**config.mk**
```make
export PLATFORM = sky130hd
export DESIGN_NAME = josephus_survivor
export DESIGN_NICKNAME = d
export VERILOG_FILES = /design/src/rtl/core/jos_pkg.sv /design/src/rtl/core/josephus_survivor.sv /design/src/rtl/core/jos_ctrl.sv /design/src/rtl/core/jos_dpath.sv
export SDC_FILE = /design/constraint.sdc
export NUM_CORES = 1
export LEC_CHECK = 0
export CELL_PAD_IN_SITES_DETAIL_PLACEMENT = 0
export CELL_PAD_IN_SITES_GLOBAL_PLACEMENT = 1
export CORE_MARGIN = 1.5
export CORE_UTILIZATION = 42
export DETAILED_ROUTE_END_ITERATION = 6
export DONT_BUFFER_PORTS = 1
export PLACE_DENSITY = 0.77
export SYNTH_ARGS = -nofsm -noshare
export SYNTH_HDL_FRONTEND = slang
export SYNTH_HIERARCHICAL = 1
export SYNTH_SLANG_ARGS = --single-unit
```
**constraint.sdc**
```tcl
create_clock -name clk -period 5 [get_ports clk]
set_clock_uncertainty 0.2 [all_clocks]
set_input_delay 0.25 -clock clk [delete_from_list [all_inputs] [get_ports clk]]
set_output_delay 0.25 -clock clk [all_outputs]
set_load 0.01 [all_outputs]
```
**src/rtl/core/jos_pkg.sv**
```systemverilog
// ---------------------------------------------------------------------------
// jos_pkg
// Shared widths, controller states and the command/status bundles that
// join the controller and the datapath of the survivor search.
// ---------------------------------------------------------------------------
package jos_pkg;

  localparam int SIZE_W       = 11;
  localparam int STEP_W       = 16;
  localparam int OUT_W        = 11;
  localparam int MAX_SIZE_DEF = 1024;
  // a step field of zero counts a full wrap of the 16-bit counter
  localparam int STEP_FULL    = 65536;

  typedef enum logic [1:0] {
    ST_IDLE,
    ST_CHECK,
    ST_DIV,
    ST_FINISH
  } state_t;

  typedef struct packed {
    logic load;    // capture a new request
    logic start;   // begin remainder of (pos + step) by idx
    logic shift;   // one radix-4 remainder step
    logic commit;  // write remainder back to pos, advance idx
    logic emit;    // load the result register
  } cmd_t;

  typedef struct packed {
    logic done;      // idx has passed the circle size
    logic div_last;  // this shift is the final remainder step
  } status_t;

endpackage

```
**src/rtl/core/josephus_survivor.sv**
```systemverilog
// ---------------------------------------------------------------------------
// josephus_survivor
// Last survivor of Josephus elimination for a given circle size and step.
// ---------------------------------------------------------------------------
// One request in, one result out. The block evaluates the recurrence
// pos = (pos + step) mod i for i = 2 .. size with a shared restoring
// remainder unit that retires two dividend bits per cycle; each i passes
// through a check state and then the remainder steps. One request is
// worked at a time; a finished result waits in the output register while
// the next request is taken. A size of 0 acts as 1, sizes above MAX_SIZE
// saturate to MAX_SIZE, and a step of 0 acts as 65536.
// ---------------------------------------------------------------------------
module josephus_survivor import jos_pkg::*; #(
  parameter int MAX_SIZE = MAX_SIZE_DEF
) (
  input  logic              clk,
  input  logic              rst,
  input  logic              in_valid,
  output logic              in_stall,
  input  logic [SIZE_W-1:0] circle_size,
  input  logic [STEP_W-1:0] step_count,
  output logic              out_valid,
  input  logic              out_stall,
  output logic [OUT_W-1:0]  survivor
);

  cmd_t    cmd;
  status_t status;

  jos_ctrl u_ctrl (
    .clk       (clk),
    .rst       (rst),
    .in_valid  (in_valid),
    .in_stall  (in_stall),
    .out_valid (out_valid),
    .out_stall (out_stall),
    .status    (status),
    .cmd       (cmd)
  );

  jos_dpath #(
    .MAX_SIZE (MAX_SIZE)
  ) u_dpath (
    .clk         (clk),
    .circle_size (circle_size),
    .step_count  (step_count),
    .cmd         (cmd),
    .status      (status),
    .survivor    (survivor)
  );

endmodule

```
**src/rtl/core/jos_ctrl.sv**
```systemverilog
// ---------------------------------------------------------------------------
// jos_ctrl
// Sequencer for the survivor search: takes a request, runs one remainder
// pass per circle size from 2 up to the requested size, then hands the
// result to the output register.
// ---------------------------------------------------------------------------
module jos_ctrl import jos_pkg::*; (
  input  logic    clk,
  input  logic    rst,
  input  logic    in_valid,
  output logic    in_stall,
  output logic    out_valid,
  input  logic    out_stall,
  input  status_t status,
  output cmd_t    cmd
);

  state_t state, state_next;
  logic   out_valid_next;

  always_ff @(posedge clk) begin
    if (rst) begin
      state     <= ST_IDLE;
      out_valid <= 1'b0;
    end else begin
      state     <= state_next;
      out_valid <= out_valid_next;
    end
  end

  always_comb begin
    state_next = state;
    cmd        = '0;
    in_stall   = (state != ST_IDLE);
    unique case (state)
      ST_IDLE: begin
        if (in_valid) begin
          cmd.load   = 1'b1;
          state_next = ST_CHECK;
        end
      end
      ST_CHECK: begin
        if (status.done) begin
          state_next = ST_FINISH;
        end else begin
          cmd.start  = 1'b1;
          state_next = ST_DIV;
        end
      end
      ST_DIV: begin
        cmd.shift = 1'b1;
        if (status.div_last) begin
          cmd.commit = 1'b1;
          state_next = ST_CHECK;
        end
      end
      ST_FINISH: begin
        // hold until the output slot is free or being drained
        if (!out_valid || !out_stall) begin
          cmd.emit   = 1'b1;
          state_next = ST_IDLE;
        end
      end
      default: state_next = ST_IDLE;
    endcase
    out_valid_next = cmd.emit | (out_valid & out_stall);
  end

endmodule

```
**src/rtl/core/jos_dpath.sv**
```systemverilog
// ---------------------------------------------------------------------------
// jos_dpath
// Datapath for the survivor recurrence pos = (pos + step) mod idx, with a
// restoring remainder unit that retires two dividend bits per cycle.
// ---------------------------------------------------------------------------
module jos_dpath import jos_pkg::*; #(
  parameter int MAX_SIZE = MAX_SIZE_DEF
) (
  input  logic              clk,
  input  logic [SIZE_W-1:0] circle_size,
  input  logic [STEP_W-1:0] step_count,
  input  cmd_t              cmd,
  output status_t           status,
  output logic [OUT_W-1:0]  survivor
);

  localparam int CW    = $clog2(MAX_SIZE + 2);
  localparam int PW    = $clog2(MAX_SIZE);
  localparam int DW    = $clog2(MAX_SIZE + STEP_FULL);
  localparam int DWP   = DW + (DW % 2);
  localparam int NSTEP = DWP / 2;
  localparam int NW    = $clog2(NSTEP + 1);

  logic [CW-1:0]     size;
  logic [STEP_W:0]   step;
  logic [CW-1:0]     idx;
  logic [PW-1:0]     pos;
  logic [DWP-1:0]    dvd;
  logic [CW-1:0]     rem;
  logic [NW-1:0]     cnt;

  logic [31:0]       size_ext;
  logic [CW-1:0]     size_in;
  logic [STEP_W:0]   step_in;
  logic [CW:0]       r1, r2;
  logic [CW-1:0]     rem_a, rem_b;
  logic [PW:0]       pos_inc;

  // clamp the request into the supported range
  always_comb begin
    size_ext = 32'(circle_size);
    if (size_ext == 32'd0) begin
      size_in = CW'(1);
    end else if (size_ext > 32'(MAX_SIZE)) begin
      size_in = CW'(MAX_SIZE);
    end else begin
      size_in = CW'(size_ext);
    end
    if (step_count == '0) begin
      step_in = (STEP_W + 1)'(STEP_FULL);
    end else begin
      step_in = {1'b0, step_count};
    end
  end

  // two restoring steps: bring in the next dividend bit, subtract if it fits
  always_comb begin
    r1 = {rem, dvd[DWP-1]};
    if (r1 >= {1'b0, idx}) begin
      r1 = r1 - {1'b0, idx};
    end
    rem_a = r1[CW-1:0];
    r2 = {rem_a, dvd[DWP-2]};
    if (r2 >= {1'b0, idx}) begin
      r2 = r2 - {1'b0, idx};
    end
    rem_b = r2[CW-1:0];
  end

  assign pos_inc         = {1'b0, pos} + (PW + 1)'(1);
  assign status.done     = (idx > size);
  assign status.div_last = (cnt == NW'(1));

  always_ff @(posedge clk) begin
    if (cmd.load) begin
      size <= size_in;
      step <= step_in;
      idx  <= CW'(2);
      pos  <= '0;
    end
    if (cmd.start) begin
      dvd <= DWP'(pos) + DWP'(step);
      rem <= '0;
      cnt <= NW'(NSTEP);
    end
    if (cmd.shift) begin
      dvd <= dvd << 2;
      rem <= rem_b;
      cnt <= cnt - NW'(1);
    end
    if (cmd.commit) begin
      pos <= PW'(rem_b);
      idx <= idx + CW'(1);
    end
    if (cmd.emit) begin
      survivor <= OUT_W'(pos_inc);
    end
  end

endmodule

```
==> qor.txt, run 1 <==
status: completed
Pre-Repair DR Iteration Count: 5
# Max-Cap Violations: 0
Filler cells: 1272
Int Pwr: 2.074 mW
register bit total from synthesis: 96
DR DRC count: 0
clk slew on worst S/H paths: 0.07 ns
CTS buffer count: 9
vias post-DR: 4329
hpwl dp: 9866 um
fin. max-slew vios: 0
antenna violations before repair: 0
Sw Ratio: 36.61%
syn avg cell area: 10.48 um2
predominant post-synthesis flop cell: edfxtp_1
Post-DRT Antenna Nets: 0
Max Root-Sink Buffers: 2
P_leak: 2.587 nW
Arr. time, crit path: 4.71 ns
Max VDD drop: 0.3000 mV
Critical Path Max Stage Delay: 0.43 ns
DIE AREA: 15150 um2
largest fanout on the critical path: 6
largest net degree at the start of global routing: 34
mapped cell area: 6055 um2
Final WS setup: 0.1917 ns
die height: 123.1 um
Tcrit/Tclk final: 96.17%
layout cells sized above 1: 9.539%
Post-synth EDFFs: 91
Reg2Reg Depth: 19
Slew @ Worst Pin: 0.7380 ns
critical setup path kind: reg -> reg
Port Buffer Count: 0
Core Region: 13990 um2
Ports: 44
Overflow after GRT: 0
Hold Path Class: in -> reg
root buf cell: clkbuf_16
Die X: 123.1 um
Layout Cells excl Fill: 788
endpoint type of the worst setup path: flip-flop
hold path cells: 3
post-DR wirelength/cell: 16.93 um
crit path launch type: flip-flop
Combinational Power Share: 45.0%
final RePlAce weighted congestion: 0.9589
worst-path cell chain: ha_1 -> fa_1 -> nand2b_1 -> a211oi_4 -> o31ai_1 -> nand2_2 -> buf_4 -> nor2_1 -> a21oi_1 -> inv_1 -> fa_1 -> nand2b_1 -> a21oi_2 -> o21bai_1 -> a21oi_2 -> a211oi_4 -> buf_4 -> mux2_4 -> and2_1
first-pass GRT wire length: 21210 um
Min Clock Period, post-route: 4.808 ns
H-tree levels: 3
worst endpoint required time: 4.90 ns
vias per std cell: 5.494
f_max: 208.0 MHz
All-Layer GR Usage: 18.57%
CTS tree: yes
pwr dens: 476.2 nW/um2
worst-skew pair later-pin latency: 0.34 ns
Syn. warnings: 6
DRT iter0 DRCs: 342
final setup fails: 0
Psw: 1.197 mW
WL final: 13340 um
Crit-path slowest cell: fa_1
Syn Nets: 659
vias in the first global route: 4275
placed cells: 740
# rows: 43
n_diodes: 0
Flop pwr share: 34.2%
register area share after synthesis: 46.79%
asr flop ratio synth: 0%
Distinct cells, synth: 59
Mapped Cells: 578
Relative slew margins: 50.80%
Num Clock Sinks: 96
Fin. Hold Viols: 0
dpl ws: 0.05024 ns
Clock Power Share: 20.8%
area delta synth->final: 13.45%
initial core utilization: 43.28%
fin nets: 684
[metal layers]
metal,share of wire [%],wire [um],track usage [%]
met1,46,6140,24.43
met2,47,6211,30.38
met3,5.2,695,3.921
met4,2.2,294,6.537
met5,0,0,0
[worst max-delay path: cells and delay by family, from the launching register on]
family | cells | cell delay (ns)
flops | 1 | 0.40
mux | 1 | 0.30
compound gates | 7 | 1.34
simple gates | 5 | 0.79
fa+ha+maj | 3 | 1.09
buf+inv | 3 | 0.45
[synthesized netlist by cell type, types with 2 or more instances]
cell type | n | area (um2)
nor4_1 | 9 | 56.30
a21o_1 | 3 | 22.52
xnor2_1 | 20 | 175.2
o21bai_1 | 3 | 22.52
dfxtp_1 | 5 | 100.1
fa_1 | 3 | 60.06
nand3_1 | 15 | 75.07
edfxtp_1 | 91 | 2733
nor2b_1 | 19 | 118.9
o21a_1 | 9 | 67.56
o21ai_0 | 34 | 170.2
and2_1 | 16 | 100.1
buf_6 | 2 | 22.52
o31ai_1 | 6 | 45.04
nor2_1 | 46 | 172.7
or3_1 | 6 | 37.54
clkbuf_1 | 25 | 93.84
a211oi_1 | 7 | 52.55
nand2_1 | 37 | 138.9
and4_1 | 2 | 17.52
mux2_2 | 6 | 67.56
nor3_1 | 8 | 40.04
a31oi_1 | 3 | 18.77
ha_1 | 47 | 588.1
inv_1 | 42 | 157.7
mux2_4 | 5 | 75.07
o211ai_1 | 2 | 15.01
mux2i_1 | 8 | 80.08
nand4_1 | 10 | 62.56
nor2_2 | 2 | 12.51
a21oi_1 | 28 | 140.1
nor3b_1 | 2 | 15.01
a211oi_2 | 2 | 25.02
o31a_1 | 2 | 17.52
and3_1 | 6 | 37.54
xor2_1 | 18 | 157.7
nand2b_1 | 7 | 43.79
[metrics by stage]
| stage | total power [mW] | TNS (ns) | cell area [um2] | util [%] | hold slack (ns) |
|---|---|---|---|---|---|
| final | 3.271 | 0 | 6869 | 49.11 | 0.02178 |
| after global routing | 3.494 | -0.06237 | 6869 | 49.11 | 0.03687 |
| after CTS | 3.231 | 0 | 6818 | 48.74 | 0.01433 |
| after detailed placement | 2.518 | 0 | 6233 | 44.56 | 0.1225 |
| after global placement | 2.500 | 0 | 6233 | 44.56 | 0.1207 |
| after floorplan | 2.215 | 0 | 6055 | - | 0.1191 |
[power by group through the flow]
stage               Sequential, mW  Combinational (mW)  Clock (mW)
floorplan                     1.11                1.11           0
global placement              1.13                1.37           0
detailed placement            1.14                1.38           0
CTS                           1.12                1.41       0.700
global route                  1.13                1.63       0.728
finish                        1.12                1.47       0.681
[cells in the final DEF (no fill, tap or decap), types with 5 or more instances in the layout]
| master | count |
|---|---|
| buf_4 | 11 |
| and2_1 | 16 |
| inv_1 | 42 |
| nor3_1 | 8 |
| o21ai_0 | 34 |
| a21oi_1 | 26 |
| nand3_1 | 15 |
| or3_1 | 6 |
| o21a_1 | 9 |
| nor4_1 | 9 |
| o31ai_1 | 6 |
| and3_1 | 6 |
| mux2i_1 | 8 |
| mux2_4 | 5 |
| clkbuf_16 | 9 |
| a211oi_1 | 7 |
| nand2_1 | 36 |
| ha_1 | 47 |
| mux2_2 | 6 |
| nand4_1 | 10 |
| edfxtp_1 | 91 |
| nand2b_1 | 7 |
| nor2_1 | 45 |
| nor2b_1 | 19 |
| xnor2_1 | 20 |
| xor2_1 | 18 |
| dlygate4sd3_1 | 29 |
| dfxtp_1 | 5 |
[state kept, by name, indices dropped and copies added, names as in the netlist, 4 cells and up]
signal	cells
u_dpath/survivor	11
u_dpath/pos	10
u_dpath/step	17
u_dpath/idx	11
u_dpath/cnt	4
u_dpath/dvd	18
u_dpath/rem	11
u_dpath/size	11
[path summary, 6_finish.rpt]
path                        from         endpoint  slack [ns]
setup / recovery  u_dpath/idx[0]   u_dpath/pos[8]        0.19
hold / removal         out_stall  u_ctrl/state[1]        0.02
setup reg to reg  u_dpath/idx[0]   u_dpath/pos[8]        0.19
hold reg to reg   u_dpath/dvd[1]   u_dpath/dvd[1]        0.28
[what timing repair did]
item,in CTS,in global routing
setup endpoints to repair,0,21
hold buffers,29,0
buffers inserted,0,2
endpoints found under the hold margin,30,0
resized for setup,0,5
[final cells by class]
cell class / instances / area, um2 / share of cell area [%]
Clock buffer: 10 / 229.0 / 3.333
Clock inverter: 6 / 65.06 / 0.9472
Inverter: 42 / 157.7 / 2.295
Multi-Input combinational cell: 414 / 2987 / 43.48
Sequential cell: 96 / 2833 / 41.24
Tap cell: 180 / 225.2 / 3.279
Timing Repair Buffer: 40 / 372.9 / 5.428
[cells by family (layout without fill, tap and decap cells)]
kind of cell / after synthesis / count (layout) / share of synthesized area (%)
muxes: 19 / 19 / 3.678
buffers and inverters: 69 / 98 / 4.526
adders and majority gates: 50 / 50 / 10.70
DFF: 96 / 96 / 46.79
xor gates and xnor gates: 38 / 38 / 5.497
AOI/OAI and AO/OA: 113 / 114 / 12.25
and+or+nand+nor: 193 / 193 / 16.55
Note: power is estimated with default switching activity, not from simulation.
==> run 2: changes to the inputs <==
--- a/config.mk
+++ b/config.mk
@@ -5,13 +5,14 @@
 export SDC_FILE = /design/constraint.sdc
 export NUM_CORES = 1
 export LEC_CHECK = 0
+export ABC_AREA = 1
 export CELL_PAD_IN_SITES_DETAIL_PLACEMENT = 0
 export CELL_PAD_IN_SITES_GLOBAL_PLACEMENT = 1
 export CORE_MARGIN = 1.5
 export CORE_UTILIZATION = 42
 export DETAILED_ROUTE_END_ITERATION = 6
 export DONT_BUFFER_PORTS = 1
-export PLACE_DENSITY = 0.77
+export PLACE_DENSITY = 0.8
 export SYNTH_ARGS = -nofsm -noshare
 export SYNTH_HDL_FRONTEND = slang
 export SYNTH_HIERARCHICAL = 1
==> run 2 against run 1 <==
- flip-flop and latch count unchanged
- maximum frequency up 11%
- area after synthesis increased by 6.9%
- global-route usage rose by 0.72 points
- largest cell class unchanged
- die area rose by 6.7%
- critical endpoint is now u_dpath/pos[9]
- critical path type unchanged
- final cell count increased by 25%
- clock power shrank 6.5%
- hold slack improved by 0.012 ns
==> qor.txt, run 2 <==
pwr dens: 502.6 nW/um2 (+5.5%)
n_diodes: 0 (unchanged)
Hold Crit Endpoint: u_ctrl/state[0]
Syn Nets: 857 (+30%)
worst reg-to-reg setup slack: 0.68 ns (+0.49 ns)
Num Clock Sinks: 96 (unchanged)
Arr. time, crit path: 4.31 ns (-0.40 ns)
unrepaired setup endpoints after global routing: false
CTS tree: yes
clk slew on worst S/H paths: 0.07 ns (about the same)
Min Clock Period, post-route: 4.320 ns (-0.4885 ns)
Largest Register: u_dpath/dvd
register bit total from synthesis: 96 (unchanged)
Hold Path Class: in -> reg
DR WL met2: 6717 um (+8.1%)
most frequent cells in the layout: 173 x nand2_1, 118 x inv_1, 91 x edfxtp_1, 80 x nor2_1
Port Buffer Count: 0 (unchanged)
leading area contributor after synthesis: edfxtp_1
post-synth top area share: 42.23% (-2.9 points)
final RePlAce weighted congestion: 0.8948 (-6.7%)
post_cts resized: 0 (unchanged)
Core Region: 15150 um2 (+8.3%)
Layout Cells excl Fill: 986 (+25%)
Post-DRT Antenna Nets: 0 (unchanged)
largest registers: u_dpath/dvd (18), u_dpath/step (17)
max reg flops: 18 (unchanged)
most frequent cells after synthesis: 173 x nand2_1, 118 x inv_1, 91 x edfxtp_1
syn avg cell area: 8.339 um2 (-20%)
vias post-DR: 5170 (+19%)
Worst Min Path Start: in_valid
die height: 127.1 um (+3.3%)
post-DR wirelength/cell: 15.23 um (-10%)
Max VDD drop: 0.2439 mV (-19%)
Overflow after GRT: 0 (unchanged)
Final Util: 47.12% (-2.0 points)
P_leak: 3.216 nW (+24%)
DR top layer: met4
worst-skew pair later-pin latency: 0.35 ns (about the same)
post-CTS setup buffer count: 0 (unchanged)
most common cell after layout, fill and taps aside: nand2_1
Crit Reg-Reg Endpoint: u_dpath/pos[9]
CTS buffer count: 9 (unchanged)
Tcrit/Tclk final: 86.40% (-9.8 points)
largest net degree at the start of global routing: 29 (-15%)
critical setup path kind: reg -> reg
Fin. Hold Viols: 0 (unchanged)
mapped cell area: 6471 um2 (+6.9%)
# hold bufs at CTS: 29 (unchanged)
Post-Place Cell Area: 6580 um2 (+5.6%)
Syn. warnings: 6 (unchanged)
cell area after layout: 7137 um2 (+3.9%)
initial core utilization: 42.73% (-0.56 points)
most frequent cell after synthesis: nand2_1
Relative slew margins: 28.71% (-22 points)
hpwl dp: 11540 um (+17%)
worst endpoint required time: 4.99 ns (+0.09 ns)
# rows: 45 (+4.7%)
Ports: 44 (unchanged)
layout cells sized above 1: 7.018% (-2.5 points)
# Max-Cap Violations: 0 (unchanged)
antenna violations before repair: 0 (unchanged)
Mapped Cells: 776 (+34%)
vias per std cell: 5.243 (-4.6%)
first-pass GRT wire length: 24210 um (+14%)
area delta synth->final: 10.29%
endpoint type of the worst setup path: flip-flop
DRT iter0 DRCs: 301 (-12%)
Fin Setup TNS: 0 ns (unchanged)
Post-synth EDFFs: 91 (unchanged)
M1 WL: 7266 um (+18%)
root buf cell: clkbuf_16
Max Root-Sink Buffers: 2 (unchanged)
fin nets: 874 (+28%)
worst hold slack: 0.03421 ns (+0.01244 ns)
register area share after synthesis: 43.77% (-3.0 points)
WL final: 15020 um (+13%)
Slew @ Worst Pin: 1.065 ns (+0.3274 ns)
DR DRC count: 0 (unchanged)
H-tree levels: 3 (unchanged)
Die X: 127.1 um (+3.3%)
vias in the first global route: 4894 (+14%)
worst r2r src: u_dpath/idx[0]
placed cells: 941 (+27%)
Distinct cells, synth: 47 (-20%)
All-Layer GR Usage: 19.28% (+0.72 points)
predominant post-synthesis flop cell: edfxtp_1
fin. max-slew vios: 0 (unchanged)
DIE AREA: 16160 um2 (+6.7%)
crit path launch type: flip-flop
asr flop ratio synth: 0% (unchanged)
final setup fails: 0 (unchanged)
f_max: 231.5 MHz (+11%)
status: completed
hold path cells: 4 (+1)
synth top area cells: edfxtp_1 42%, nand2_1 10%, ha_1 9.1%
routed wl met3: 664 um (-4.5%)
Pre-Repair DR Iteration Count: 5 (unchanged)
Reg2Reg Depth: 21 (+2)
largest fanout on the critical path: 16 (+10)
## run 2: cell type report
type | instances | area, um2
multi-input cells | 531 | 3027
repair buffers | 32 | 312.8
inverters | 123 | 462.9
fillers | 1447 | 8009
clock buffers | 11 | 232.7
flip-flops and latches | 96 | 2833
well taps | 188 | 235.2
clock inverters | 5 | 33.78
## run 2: cells by family after synthesis
family | count (synthesis) | synth area share [%]
fa+ha+maj | 50 | 10.02
simple gates | 368 | 25.77
flops | 96 | 43.77
buf+inv | 149 | 9.493
compound gates | 93 | 8.237
xor+xnor | 20 | 2.707
## run 2: per-stage QoR
step / worst slack (ns) / power (mW)
floorplan: 1.482 / 2.541
global placement: 0.8669 / 2.912
detailed placement: 0.7513 / 2.926
CTS: 0.7256 / 3.593
global route: 0.3970 / 3.866
finish: 0.6802 / 3.587
## run 2: worst max-delay path: stages (launching register included)
cell and delay (ns):
edfxtp_1 0.46, ha_1 0.27, fa_1 0.43, inv_1 0.11, nand3_1 0.09, nand3_1 0.16
nand2_4 0.10, nand3_4 0.19, nand3_2 0.10, nand2_1 0.14, inv_1 0.07, ha_1 0.37
a21o_1 0.19, nor2_1 0.15, nand3_1 0.13, nand2_1 0.08, inv_1 0.06, nor2_4 0.26
nand2_2 0.26, nand2_2 0.13, nand2_1 0.07, nor2_1 0.12
## run 2: worst max-delay path by stage
stage | startpoint | to | slack [ns] | cells past startpoint
after floorplan | u_dpath/idx[0] | u_dpath/rem[10] | 1.48 | 22
after global placement | u_dpath/idx[0] | u_dpath/rem[4] | 0.87 | 20
after detailed placement | u_dpath/idx[0] | u_dpath/pos[9] | 0.75 | 21
after CTS | u_dpath/idx[0] | u_dpath/pos[9] | 0.73 | 21
after global routing | u_dpath/idx[0] | u_dpath/pos[9] | 0.40 | 21
final | u_dpath/idx[0] | u_dpath/pos[9] | 0.68 | 21
## run 2: power breakdown
group / switching, mW / leakage, nW / internal (mW)
sequential: 0.0870 / 0.907 / 1.07
clock: 0.299 / 0.128 / 0.338
combinational: 1.20 / 2.18 / 0.596
## run 2: layer usage
metal	vias up	track usage, %
met5	-	0
li1	2587	-
met4	0	6.751
met1	2424	25.89
met2	135	30.40
met3	24	4.858
